File: config.mk
export PLATFORM = sky130hd
export DESIGN_NAME = multi_stack_engine_unit
export DESIGN_NICKNAME = d
export VERILOG_FILES = /design/src/mse_pkg.sv /design/src/mse_cfg_regs.sv /design/src/mse_ctrl.sv /design/src/mse_entry_ram.sv /design/src/multi_stack_engine_unit.sv
export SDC_FILE = /design/constraint.sdc
export NUM_CORES = 2
export LEC_CHECK = 0
export BUFFER_PORTS_ARGS = -buffer_cell sky130_fd_sc_hd__buf_4
export CAP_MARGIN = 20
export CORE_MARGIN = 2
export CORE_UTILIZATION = 45
export DETAILED_ROUTE_END_ITERATION = 7
export SLEW_MARGIN = 0
export SYNTH_ARGS = -nofsm -noshare
export SYNTH_HDL_FRONTEND = slang
export SYNTH_SLANG_ARGS = --single-unit
File: constraint.sdc
create_clock -name clk_i -period 20.1 [get_ports clk_i]
set_clock_uncertainty 0.05 [all_clocks]
set_input_delay 3.015 -clock clk_i [delete_from_list [all_inputs] [get_ports clk_i]]
set_output_delay 3.015 -clock clk_i [all_outputs]
set_load 0.005 [all_outputs]
File: src/mse_pkg.sv
package mse_pkg;

  // Defaults for the top-level parameters
  localparam int unsigned NumStacksDef = 4;
  localparam int unsigned MaxDepthDef  = 16;

  // Fixed field widths
  localparam int unsigned OpW     = 2;
  localparam int unsigned IdxW    = 2;
  localparam int unsigned WordW   = 64;
  localparam int unsigned StatusW = 2;

  // Limit registers
  localparam int unsigned LimitW       = 5;
  localparam int unsigned NumLimitRegs = 4;
  localparam logic [LimitW-1:0] LimitReset = 5'd16;

  // APB port
  localparam int unsigned CfgDataW  = 32;
  localparam int unsigned CfgAddrW  = 4;
  localparam int unsigned RegSelLsb = 2;

  typedef logic [LimitW-1:0] limit_t;

  typedef enum logic [OpW-1:0] {
    OP_PUSH  = 2'd0,
    OP_POP   = 2'd1,
    OP_CLEAR = 2'd2
  } op_e;

  typedef enum logic [StatusW-1:0] {
    ST_DONE    = 2'd0,
    ST_DROPPED = 2'd1,
    ST_EMPTY   = 2'd2
  } status_e;

  // Source of the popped word on the result
  typedef enum logic [1:0] {
    VAL_ZERO = 2'd0,
    VAL_ONES = 2'd1,
    VAL_RAM  = 2'd2
  } val_sel_e;

  typedef struct packed {
    status_e  status;
    val_sel_e sel;
  } result_t;

endpackage

File: src/mse_cfg_regs.sv
module mse_cfg_regs (
  input  logic                              clk_i,
  input  logic                              rst_ni,
  input  logic                              psel,
  input  logic                              penable,
  input  logic                              pwrite,
  input  logic [mse_pkg::CfgAddrW-1:0]      paddr,
  input  logic [mse_pkg::CfgDataW-1:0]      pwdata,
  output logic [mse_pkg::CfgDataW-1:0]      prdata,
  output logic                              pready,
  output mse_pkg::limit_t [mse_pkg::NumLimitRegs-1:0] limits_o
);

  mse_pkg::limit_t [mse_pkg::NumLimitRegs-1:0] limit_q;
  logic [mse_pkg::CfgAddrW-mse_pkg::RegSelLsb-1:0] reg_sel;

  assign reg_sel = paddr[mse_pkg::CfgAddrW-1:mse_pkg::RegSelLsb];

  always_ff @(posedge clk_i or negedge rst_ni) begin
    if (!rst_ni) begin
      for (int i = 0; i < mse_pkg::NumLimitRegs; i++) begin
        limit_q[i] <= mse_pkg::LimitReset;
      end
    end else if (psel && penable && pwrite) begin
      limit_q[reg_sel] <= pwdata[mse_pkg::LimitW-1:0];
    end
  end

  assign prdata   = {{(mse_pkg::CfgDataW-mse_pkg::LimitW){1'b0}}, limit_q[reg_sel]};
  assign pready   = 1'b1;
  assign limits_o = limit_q;

endmodule

File: src/mse_ctrl.sv
module mse_ctrl #(
  parameter int unsigned NumStacks = mse_pkg::NumStacksDef,
  parameter int unsigned MaxDepth  = mse_pkg::MaxDepthDef,
  parameter int unsigned CntW      = 5,
  parameter int unsigned AddrW     = 6
) (
  input  logic                                        clk_i,
  input  logic                                        rst_ni,
  input  logic                                        accept_i,
  input  logic [mse_pkg::OpW-1:0]                     operation_i,
  input  logic [mse_pkg::IdxW-1:0]                    stack_index_i,
  input  mse_pkg::limit_t [mse_pkg::NumLimitRegs-1:0] limits_i,
  output logic                                        mem_we_o,
  output logic                                        mem_re_o,
  output logic [AddrW-1:0]                            mem_addr_o,
  output mse_pkg::result_t                            result_o
);

  localparam int unsigned SelW = (NumStacks > 1) ? $clog2(NumStacks) : 1;
  localparam int unsigned PosW = (MaxDepth > 1) ? $clog2(MaxDepth) : 1;
  localparam int unsigned CmpW = (CntW > mse_pkg::LimitW) ? CntW : mse_pkg::LimitW;

  logic [CntW-1:0] fill_q [NumStacks];
  logic [CntW-1:0] fill_d [NumStacks];
  logic [SelW-1:0] sel;
  logic            present;
  logic [CntW-1:0] cnt;
  logic [CntW-1:0] cnt_dec;
  logic [CmpW-1:0] cnt_x;
  logic [CmpW-1:0] lim_x;
  logic            full;
  logic [PosW-1:0] pos;

  assign sel     = stack_index_i[SelW-1:0];
  assign present = 32'(stack_index_i) < NumStacks;
  assign cnt     = present ? fill_q[sel] : '0;
  assign cnt_dec = cnt - CntW'(1);
  assign cnt_x   = CmpW'(cnt);
  assign lim_x   = CmpW'(limits_i[stack_index_i]);
  // limit above depth acts as depth; count at or above limit is full
  assign full    = (lim_x == '0) || (cnt_x >= lim_x) || (cnt_x >= CmpW'(MaxDepth));

  always_comb begin
    fill_d   = fill_q;
    mem_we_o = 1'b0;
    mem_re_o = 1'b0;
    pos      = '0;
    result_o = '{status: mse_pkg::ST_DONE, sel: mse_pkg::VAL_ZERO};
    unique case (mse_pkg::op_e'(operation_i))
      mse_pkg::OP_PUSH: begin
        if (!present || full) begin
          result_o.status = mse_pkg::ST_DROPPED;
        end else begin
          mem_we_o    = accept_i;
          pos         = cnt[PosW-1:0];
          fill_d[sel] = cnt + CntW'(1);
        end
      end
      mse_pkg::OP_POP: begin
        if (!present || cnt == '0) begin
          result_o.status = mse_pkg::ST_EMPTY;
          result_o.sel    = mse_pkg::VAL_ONES;
        end else begin
          mem_re_o     = accept_i;
          pos          = cnt_dec[PosW-1:0];
          result_o.sel = mse_pkg::VAL_RAM;
          fill_d[sel]  = cnt_dec;
        end
      end
      mse_pkg::OP_CLEAR: begin
        if (present) begin
          fill_d[sel] = '0;
        end
      end
      default: ;
    endcase
  end

  // stack s owns entries s*MaxDepth .. s*MaxDepth+MaxDepth-1
  assign mem_addr_o = AddrW'(32'(sel) * MaxDepth) + AddrW'(pos);

  always_ff @(posedge clk_i or negedge rst_ni) begin
    if (!rst_ni) begin
      for (int i = 0; i < NumStacks; i++) begin
        fill_q[i] <= '0;
      end
    end else if (accept_i) begin
      fill_q <= fill_d;
    end
  end

endmodule

File: src/mse_entry_ram.sv
module mse_entry_ram #(
  parameter int unsigned Depth = 64,
  parameter int unsigned AddrW = 6,
  parameter int unsigned DataW = 64
) (
  input  logic             clk_i,
  input  logic             we_i,
  input  logic             re_i,
  input  logic [AddrW-1:0] addr_i,
  input  logic [DataW-1:0] wdata_i,
  output logic [DataW-1:0] rdata_o
);

  logic [DataW-1:0] mem_q [Depth];
  logic [DataW-1:0] rdata_q;

  // single port, read data registered and held until the next read
  always_ff @(posedge clk_i) begin
    if (we_i) begin
      mem_q[addr_i] <= wdata_i;
    end
    if (re_i) begin
      rdata_q <= mem_q[addr_i];
    end
  end

  assign rdata_o = rdata_q;

endmodule

File: src/multi_stack_engine_unit.sv
// Channel | Direction | Handshake              | Word
// --------+-----------+------------------------+----------------------------------------
// in      | input     | in_valid_i/in_ready_o  | operation_i, stack_index_i, push_value_i
// out     | output    | out_valid_o/out_ready_i| pop_value_o, status_o
// cfg     | input     | APB psel/penable/pready| limit_stack0..3 at byte offsets 0,4,8,12
//
// Per word, at the accept edge, counts are read and updated, the entry RAM
// is written (push) or read (pop), and the result is loaded into the output
// register. One word per cycle while out_ready_i holds.
// A stalled result blocks new input words; the RAM read data stays put then.
// Reset clears fill counts and sets limits to 16; the RAM is not cleared,
// since a pop only ever reads entries below the fill count.
module multi_stack_engine_unit #(
  parameter int unsigned NumStacks = mse_pkg::NumStacksDef,
  parameter int unsigned MaxDepth  = mse_pkg::MaxDepthDef
) (
  input  logic                             clk_i,
  input  logic                             rst_ni,
  // input words
  input  logic                             in_valid_i,
  output logic                             in_ready_o,
  input  logic [mse_pkg::OpW-1:0]          operation_i,
  input  logic [mse_pkg::IdxW-1:0]         stack_index_i,
  input  logic signed [mse_pkg::WordW-1:0] push_value_i,
  // result words
  output logic                             out_valid_o,
  input  logic                             out_ready_i,
  output logic signed [mse_pkg::WordW-1:0] pop_value_o,
  output logic [mse_pkg::StatusW-1:0]      status_o,
  // configuration
  input  logic                             psel,
  input  logic                             penable,
  input  logic                             pwrite,
  input  logic [mse_pkg::CfgAddrW-1:0]     paddr,
  input  logic [mse_pkg::CfgDataW-1:0]     pwdata,
  output logic [mse_pkg::CfgDataW-1:0]     prdata,
  output logic                             pready
);

  localparam int unsigned Entries = NumStacks * MaxDepth;
  localparam int unsigned AddrW   = (Entries > 1) ? $clog2(Entries) : 1;
  localparam int unsigned CntW    = $clog2(MaxDepth + 1);

  mse_pkg::limit_t [mse_pkg::NumLimitRegs-1:0] limits;
  mse_pkg::result_t                            result;
  mse_pkg::result_t                            res_q;
  logic                                        out_valid_q;
  logic                                        in_fire;
  logic                                        mem_we;
  logic                                        mem_re;
  logic [AddrW-1:0]                            mem_addr;
  logic [mse_pkg::WordW-1:0]                   rdata;

  // output register frees up in the same cycle it is taken
  assign in_ready_o = !out_valid_q || out_ready_i;
  assign in_fire    = in_valid_i && in_ready_o;

  mse_cfg_regs u_cfg (
    .clk_i    (clk_i),
    .rst_ni   (rst_ni),
    .psel     (psel),
    .penable  (penable),
    .pwrite   (pwrite),
    .paddr    (paddr),
    .pwdata   (pwdata),
    .prdata   (prdata),
    .pready   (pready),
    .limits_o (limits)
  );

  mse_ctrl #(
    .NumStacks (NumStacks),
    .MaxDepth  (MaxDepth),
    .CntW      (CntW),
    .AddrW     (AddrW)
  ) u_ctrl (
    .clk_i         (clk_i),
    .rst_ni        (rst_ni),
    .accept_i      (in_fire),
    .operation_i   (operation_i),
    .stack_index_i (stack_index_i),
    .limits_i      (limits),
    .mem_we_o      (mem_we),
    .mem_re_o      (mem_re),
    .mem_addr_o    (mem_addr),
    .result_o      (result)
  );

  // a pushed entry is written into the RAM before any later pop can read it: no forwarding needed
  mse_entry_ram #(
    .Depth (Entries),
    .AddrW (AddrW),
    .DataW (mse_pkg::WordW)
  ) u_ram (
    .clk_i   (clk_i),
    .we_i    (mem_we),
    .re_i    (mem_re),
    .addr_i  (mem_addr),
    .wdata_i (push_value_i),
    .rdata_o (rdata)
  );

  always_ff @(posedge clk_i or negedge rst_ni) begin
    if (!rst_ni) begin
      out_valid_q <= 1'b0;
    end else if (in_ready_o) begin
      out_valid_q <= in_valid_i;
    end
  end

  always_ff @(posedge clk_i) begin
    if (in_fire) begin
      res_q <= result;
    end
  end

  always_comb begin
    unique case (res_q.sel)
      mse_pkg::VAL_RAM:  pop_value_o = rdata;
      mse_pkg::VAL_ONES: pop_value_o = '1;
      default:           pop_value_o = '0;
    endcase
  end

  assign out_valid_o = out_valid_q;
  assign status_o    = res_q.status;

  // RAM port is single: never read and write together
  assert property (@(posedge clk_i) disable iff (!rst_ni) !(mem_we && mem_re))
    else $error("entry RAM read and write in one cycle");

  // no RAM access without an accepted word
  assert property (@(posedge clk_i) disable iff (!rst_ni) !in_fire |-> !(mem_we || mem_re))
    else $error("entry RAM accessed without accepted word");

  // a good pop reads the RAM and shows RAM data next cycle
  assert property (@(posedge clk_i) disable iff (!rst_ni)
    (in_fire && mem_re) |=> (out_valid_q && res_q.sel == mse_pkg::VAL_RAM))
    else $error("pop result not taken from RAM");

  // a dropped push carries a zero word
  assert property (@(posedge clk_i) disable iff (!rst_ni)
    (out_valid_q && res_q.status == mse_pkg::ST_DROPPED) |-> res_q.sel == mse_pkg::VAL_ZERO)
    else $error("dropped push with nonzero word");

  // RAM data under a pending pop result must not move
  assert property (@(posedge clk_i) disable iff (!rst_ni)
    (out_valid_q && !out_ready_i && res_q.sel == mse_pkg::VAL_RAM) |=> $stable(rdata))
    else $error("pop data changed while stalled");

endmodule

; ---- After elaboration in Yosys (flattened, before gate mapping)
; Memory sizes are Yosys's and may differ from the RTL's. A register that Yosys moved wholly into a read port is not among the register bits.
; Index checks and enable logic that the tools add are counted.
[op_classes]
add_sub_neg = 3
n_lt_le_gt_ge = 7
eq_ne = 6
n_mux = 31
bitwise_logic = 3
n_reduce_logical = 14
[op_table]
columns = cell, count
row1 = case mux 64 bit (2 select lines), 1
row2 = bitwise mux 20 bit, 3
row3 = case mux 20 bit (3 select lines), 1
row4 = 2-to-1 mux 20 bit, 2
row5 = binary-select mux 5 bit (select 2 bit), 3
row6 = 2-to-1 mux 5 bit, 6
row7 = bitwise AND 20 bit, 1
row8 = demux 5 bit (select 2 bit), 2
row9 = inverter 20 bit, 1
row10 = logical NOT 5 bit, 2
row11 = 2-to-1 mux 4 bit, 2
row12 = case mux 4 bit (2 select lines), 1
row13 = 2-to-1 mux 1 bit, 7
row14 = adder 6 x 4 -> 6 bit, 1
row15 = "< comparator 2 x 3 -> 1 bit, second input constant", 2
row16 = "adder 5 x 1 -> 5 bit, second input constant", 1
row17 = greater-or-equal comparator 5 bit, 1
row18 = "greater-or-equal comparator 5 bit, second input constant", 1
row19 = logical AND 1 bit, 5
row20 = "subtractor 5 x 1 -> 5 bit, second input constant", 1
row21 = "equality test 2 x 1 -> 1 bit, second input constant", 2
row22 = "equality test 2 bit, second input constant", 2
row23 = 2-to-1 mux 2 bit, 2
row24 = "!= test 2 bit, second input constant", 2
row25 = other kinds (10), 12
[totals]
ff_bits = 45
mem_bits_rw = 4096
in_bits = 111
output_inout_bits = 101
elab_cells = 76
mem_count = 1
[mem_list]
columns = name, depth, width, read_ports, rd_clocked_by_memory_dff, write_ports, line
row1 = u_ram.mem_q, 64, 64, 1, 1, 1, mse_entry_ram.sv:14  ; logic [DataW-1:0] mem_q [Depth];

; ---- Depth between registers and ports, before layout
[depth]
word_depth = 11
ltp_mapped = 18

; ---- Hierarchy
; Synthesis repeated with hierarchy kept, for this count alone.
[unflattened]
cells_unflattened = 9087
hier_area_um2 = 160199.9
[by_module_without_submodules]
columns = mod, n_inst, cells_per_inst, area_each_um2, seq_area_each_um2
row1 = mse_entry_ram, 1, 8619, 156093.5, 124919.8
row2 = mse_ctrl, 1, 222, 1953.1, 500.5
row3 = mse_cfg_regs, 1, 83, 1192.4, 505.5
row4 = multi_stack_engine_unit, 1, 163, 960.9, 145.1

; ---- Worst setup path before layout
; OpenSTA, ideal clock, no wires.
[synth_path]
path_kind = in2reg
from = in stack_index_i[0] in the netlist's numbering
to = mem u_ram.mem_q[41][0], enable pin
setup_time_ps = 487
t_arrival_ps = 8902
path_slack_ps = 10661
stages = 16
path_buffers = 7
path_cell_list = buf_6 -> mux4_2 -> ha_1 -> o21ai_0 -> o21ai_0 -> a211o_1 -> clkbuf_1 -> o21ai_4 -> buf_2 -> buf_2 -> buf_4 -> buf_4 -> buf_2 -> nor2_1 -> nand2_1 -> nor2_1
[synth_via]
elab_chain_cells = 11
[synth_rtl]
columns = element, line
row1 = from (decl), multi_stack_engine_unit.sv:23  ; input logic [mse_pkg::IdxW-1:0] stack_index_i,
row2 = "parallel branches: the longest is 11 deep, another holds adder 6 x 4 -> 6 bit", n/a
row3 = to (decl), mse_entry_ram.sv:14
; Parallel ways; which one is timed is not known. The select of a mux whose other input is x is not followed.

; ---- Final worst setup path
[layout_path]
from = in stack_index_i[0] in the netlist's numbering
to = mem u_ram.mem_q[57][55], enable pin
; Same word-level chain as after synthesis.

==> flow_summary.ini <==
[timing]
rsz0062_at_grt = false
setup_ws_ps = 9860
finalSetupTns_ps = 0
tightest_slew_ps = 1280
max_freq_mhz = 97.6
slew_viol_final = 0
fin_crit_sh_pct = 51.0
setup-violations-final = 0
relSlewSlack_pct = 14.8
period_minus_slack_ps = 10240
final-hold-violation-count = 0

[die]
start_util_pct = 45.2
coreArea_mm2 = 0.363
die_x_um = 608
die-area_mm2 = 0.369
boundaryPins = 212
rows = 221
die_y_um = 608

[logic_synthesis]
ys_ff_latch = 4205
synth_top_area_cell = edfxtp_1
synth_top_area_share_pct = 76.3
synth_cell_types = 85
synth_compound_area_share_pct = 11.3
synth_top_family_by_area = compound AO/OA/AOI/OAI gates
synthTopCellsByArea = edfxtp_1, a22oi_1, mux2_2, and4_1, a31oi_1
avgSynthCellArea_um2 = 16.5
ys_warn_count = 0
ys.flop_type = edfxtp_1
synthArstFlopShare_pct = 0.975
muxShareOfSynthArea_pct = 3.14
synth_area_mm2 = 0.164
synth_edf_count = 4164
synthSimpleGateAreaFrac_pct = 6.21
syn_inst = 9920
synth_fa_ha_area_share_pct = 0.0992
synthXorXnorAreaFrac_pct = 0.0267
yosysSeqAreaShare_pct = 76.9

[placed_design]
dpl.hpwl_mm = 291
portBuffers = 154
gp_congestion = 0.840
dp_slack_ps = 9140
placed_area_mm2 = 0.171

[final_layout]
drive_gt1_share_pct = 15.5
areaGrowthSynthToFinish_pct = 12.4
layout.core_utilization_pct = 50.8
nNetsFinal = 10100
fin_area_mm2 = 0.184

[setup_path]
critical_path_depth = 15
crit_type = input port to register
endpoint = u_ram.mem_q[57][55]$_DFFE_PP_
crit_fanout = 88
crit_slowest_cell = nor2_4
slowest_delay_ps = 970
cpMostUsedCell = buf_4
reg2reg_to = u_ram.mem_q[57][55]$_DFFE_PP_
rr_startpoint = u_ctrl.fill_q[2]$_DFFE_PN0P_
cp_top_family = buffers and inverters
critPathLaunch = stack_index_i[0]
end_kind = register
worst-path-buf-inv = 6
rrSetupSlack_ps = 11990
critPathLaunchType = input port
r2r_cells = 14
crit_required_ps = 20620
cp.arrival_ps = 10770
critical_path.cell_chain = buf_4 -> mux4_2 -> ha_1 -> o21ai_0 -> o21ai_0 -> a211o_4 -> o21ai_4 -> buf_4 -> buf_4 -> buf_12 -> nor2_1 -> nand2_1 -> nor2_4 -> buf_4 -> buf_4

[power_and_ir_drop]
p_comb_share_pct = 21.8
power.share.switching_pct = 30.7
internal_power_mw = 15.5
vdd_ir_drop_max_mv = 0.140
p_per_area_mw_per_mm2 = 121
seq_power_share_pct = 43.8
leakagePower_nw = 56.6
p_total_mw = 22.3
power.switching_mw = 6.86
clock_power_share_pct = 34.4

[global_routing]
grt_use_total_pct = 29.8
grt_pass1_wl_mm = 777
grt_pass1_vias = 98800
grt-ovfl-total = 0
antenna_found_initial = 47
grt_max_degree = 174

[routing]
wl_per_cell_um = 37.4
drtIter0Drc = 16600
ant_nets = 0
dr.pass1.iters = 8
dr_total_vias = 104000
wl_mm = 567
drc = 0
via_per_inst = 6.85

[cts]
clkTransAtPathRegs_ps = 60
cts_resized = 0
post-cts-setup-buffer-count = 0
clk_latency_ps = 1000
cts_sinks = 4205
cts_tree = yes
cts_hold_buf = 0
cts_buffer_depth = 4
htreeDepth = 5
cts_made_buffers = 421
clockRootBuffer = clkbuf_16

[outcome]
status = finished, final reports clean

[flow_run]
maxCapViolations = 0

[worst_hold_path]
worstHoldPathType = register to register
whs_path_depth = 2
min_from = u_ctrl.fill_q[6]$_DFFE_PN0P_
==> Yosys cell counts, types with 124 or more instances <==
library cell,number
a31oi_1,433
nor2_1,286
a221oi_1,306
mux2_2,335
nand3_1,341
nor3_1,134
edfxtp_1,4164
and4_1,356
nand2_1,392
a22oi_1,628
o211ai_1,124
clkbuf_1,558
buf_2,177
a21oi_1,268
o21ai_0,152
a211oi_1,181
==> worst reg2reg max path, stage by stage, from the launching register on <==
cell and delay (ps):
dfrtp_1 410, mux4_2 660, ha_1 340, o21ai_0 70, o21ai_0 750, a211o_4 790, o21ai_4 240, buf_4 340
buf_4 360, buf_12 480, nor2_1 240, nand2_1 490, nor2_4 970, buf_4 540, buf_4 920
==> cell usage in the layout, fill, tap and decap left out, types with 59 or more instances in the layout <==
master,Yosys,layout
a211oi_1,181,181
a21oi_1,268,268
a221oi_1,306,306
a22o_1,75,74
a22oi_1,628,628
a31o_2,61,61
a31oi_1,433,433
a32o_1,120,120
and4_1,356,356
buf_4,48,439
clkbuf_1,558,84
clkbuf_16,0,423
clkinv_1,0,101
clkinv_2,0,95
edfxtp_1,4164,4164
mux2_2,335,335
mux2i_1,99,99
nand2_1,392,387
nand3_1,341,340
nand4_1,77,77
nor2_1,286,216
nor2_4,0,73
nor3_1,134,130
nor4_1,59,59
o211ai_1,124,124
o21ai_0,152,152
o22ai_1,66,66
or4_1,123,123
==> state kept, by name, summed over array words and instances (netlist names) <==
name / flops
u_ram.rdata_o: 64
out_valid_o: 1
u_ctrl.fill_q: 20
u_ram.mem_q: 4096
res_q: 2
u_cfg.limits_o: 20
status_o: 2
==> kinds of logic after synthesis <==
kind of cell | after synthesis
other | 2
and+or+nand+nor | 1814
muxes | 451
buffers and inverters | 881
xor gates and xnor gates | 5
AOI/OAI and AO/OA | 2549
adders and majority gates | 13
DFF | 4205
==> layout make-up <==
type                            instances  area, um^2
Inverter                               19        71.3
Antenna cell                           25        62.6
Timing Repair Buffer                  469        3800
Tap cell                             4794        6000
Clock inverter                        266        2380
Multi-Input combinational cell       4860       35000
Clock buffer                          507       10900
Sequential cell                      4205      126000
Fill cell                           29200      178000
==> worst min-delay path by stage <==
| stage | slack, ps | end |
|---|---|---|
| finish | 440 | u_ctrl.fill_q[6]$_DFFE_PN0P_ |
| detailed placement | 420 | u_ctrl.fill_q[5]$_DFFE_PN0P_ |
| CTS | 440 | u_ctrl.fill_q[6]$_DFFE_PN0P_ |
| floorplan | 390 | u_ctrl.fill_q[6]$_DFFE_PN0P_ |
| global placement | 410 | u_ctrl.fill_q[5]$_DFFE_PN0P_ |
| global route | 460 | u_ctrl.fill_q[5]$_DFFE_PN0P_ |
==> power by group through the flow <==
stage	clock network, mW	logic, mW	registers [mW]
2_1_floorplan	0	2.83	9.94
3_3_place_gp	0	4.67	9.96
3_5_place_dp	0	4.74	9.96
4_1_cts	7.72	4.76	9.78
5_1_grt	8.07	5.07	9.78
6_report	7.69	4.87	9.78
==> stage by stage <==
step | std cells | hold slack [ps]
global route | 15100 | 460
floorplan | 9946 | 395
finish | 15100 | 436
detailed placement | 14300 | 420
global placement | 14300 | 414
CTS | 15100 | 442
==> layer usage <==
metal	track usage [%]	up-vias	part of all wire, %
li1	-	41300	-
met1	39.0	53600	36
met2	46.4	7337	46
met3	7.21	1497	13
met4	15.1	24	5.7
met5	0	-	0.027
(Power assumes the default switching activity.)
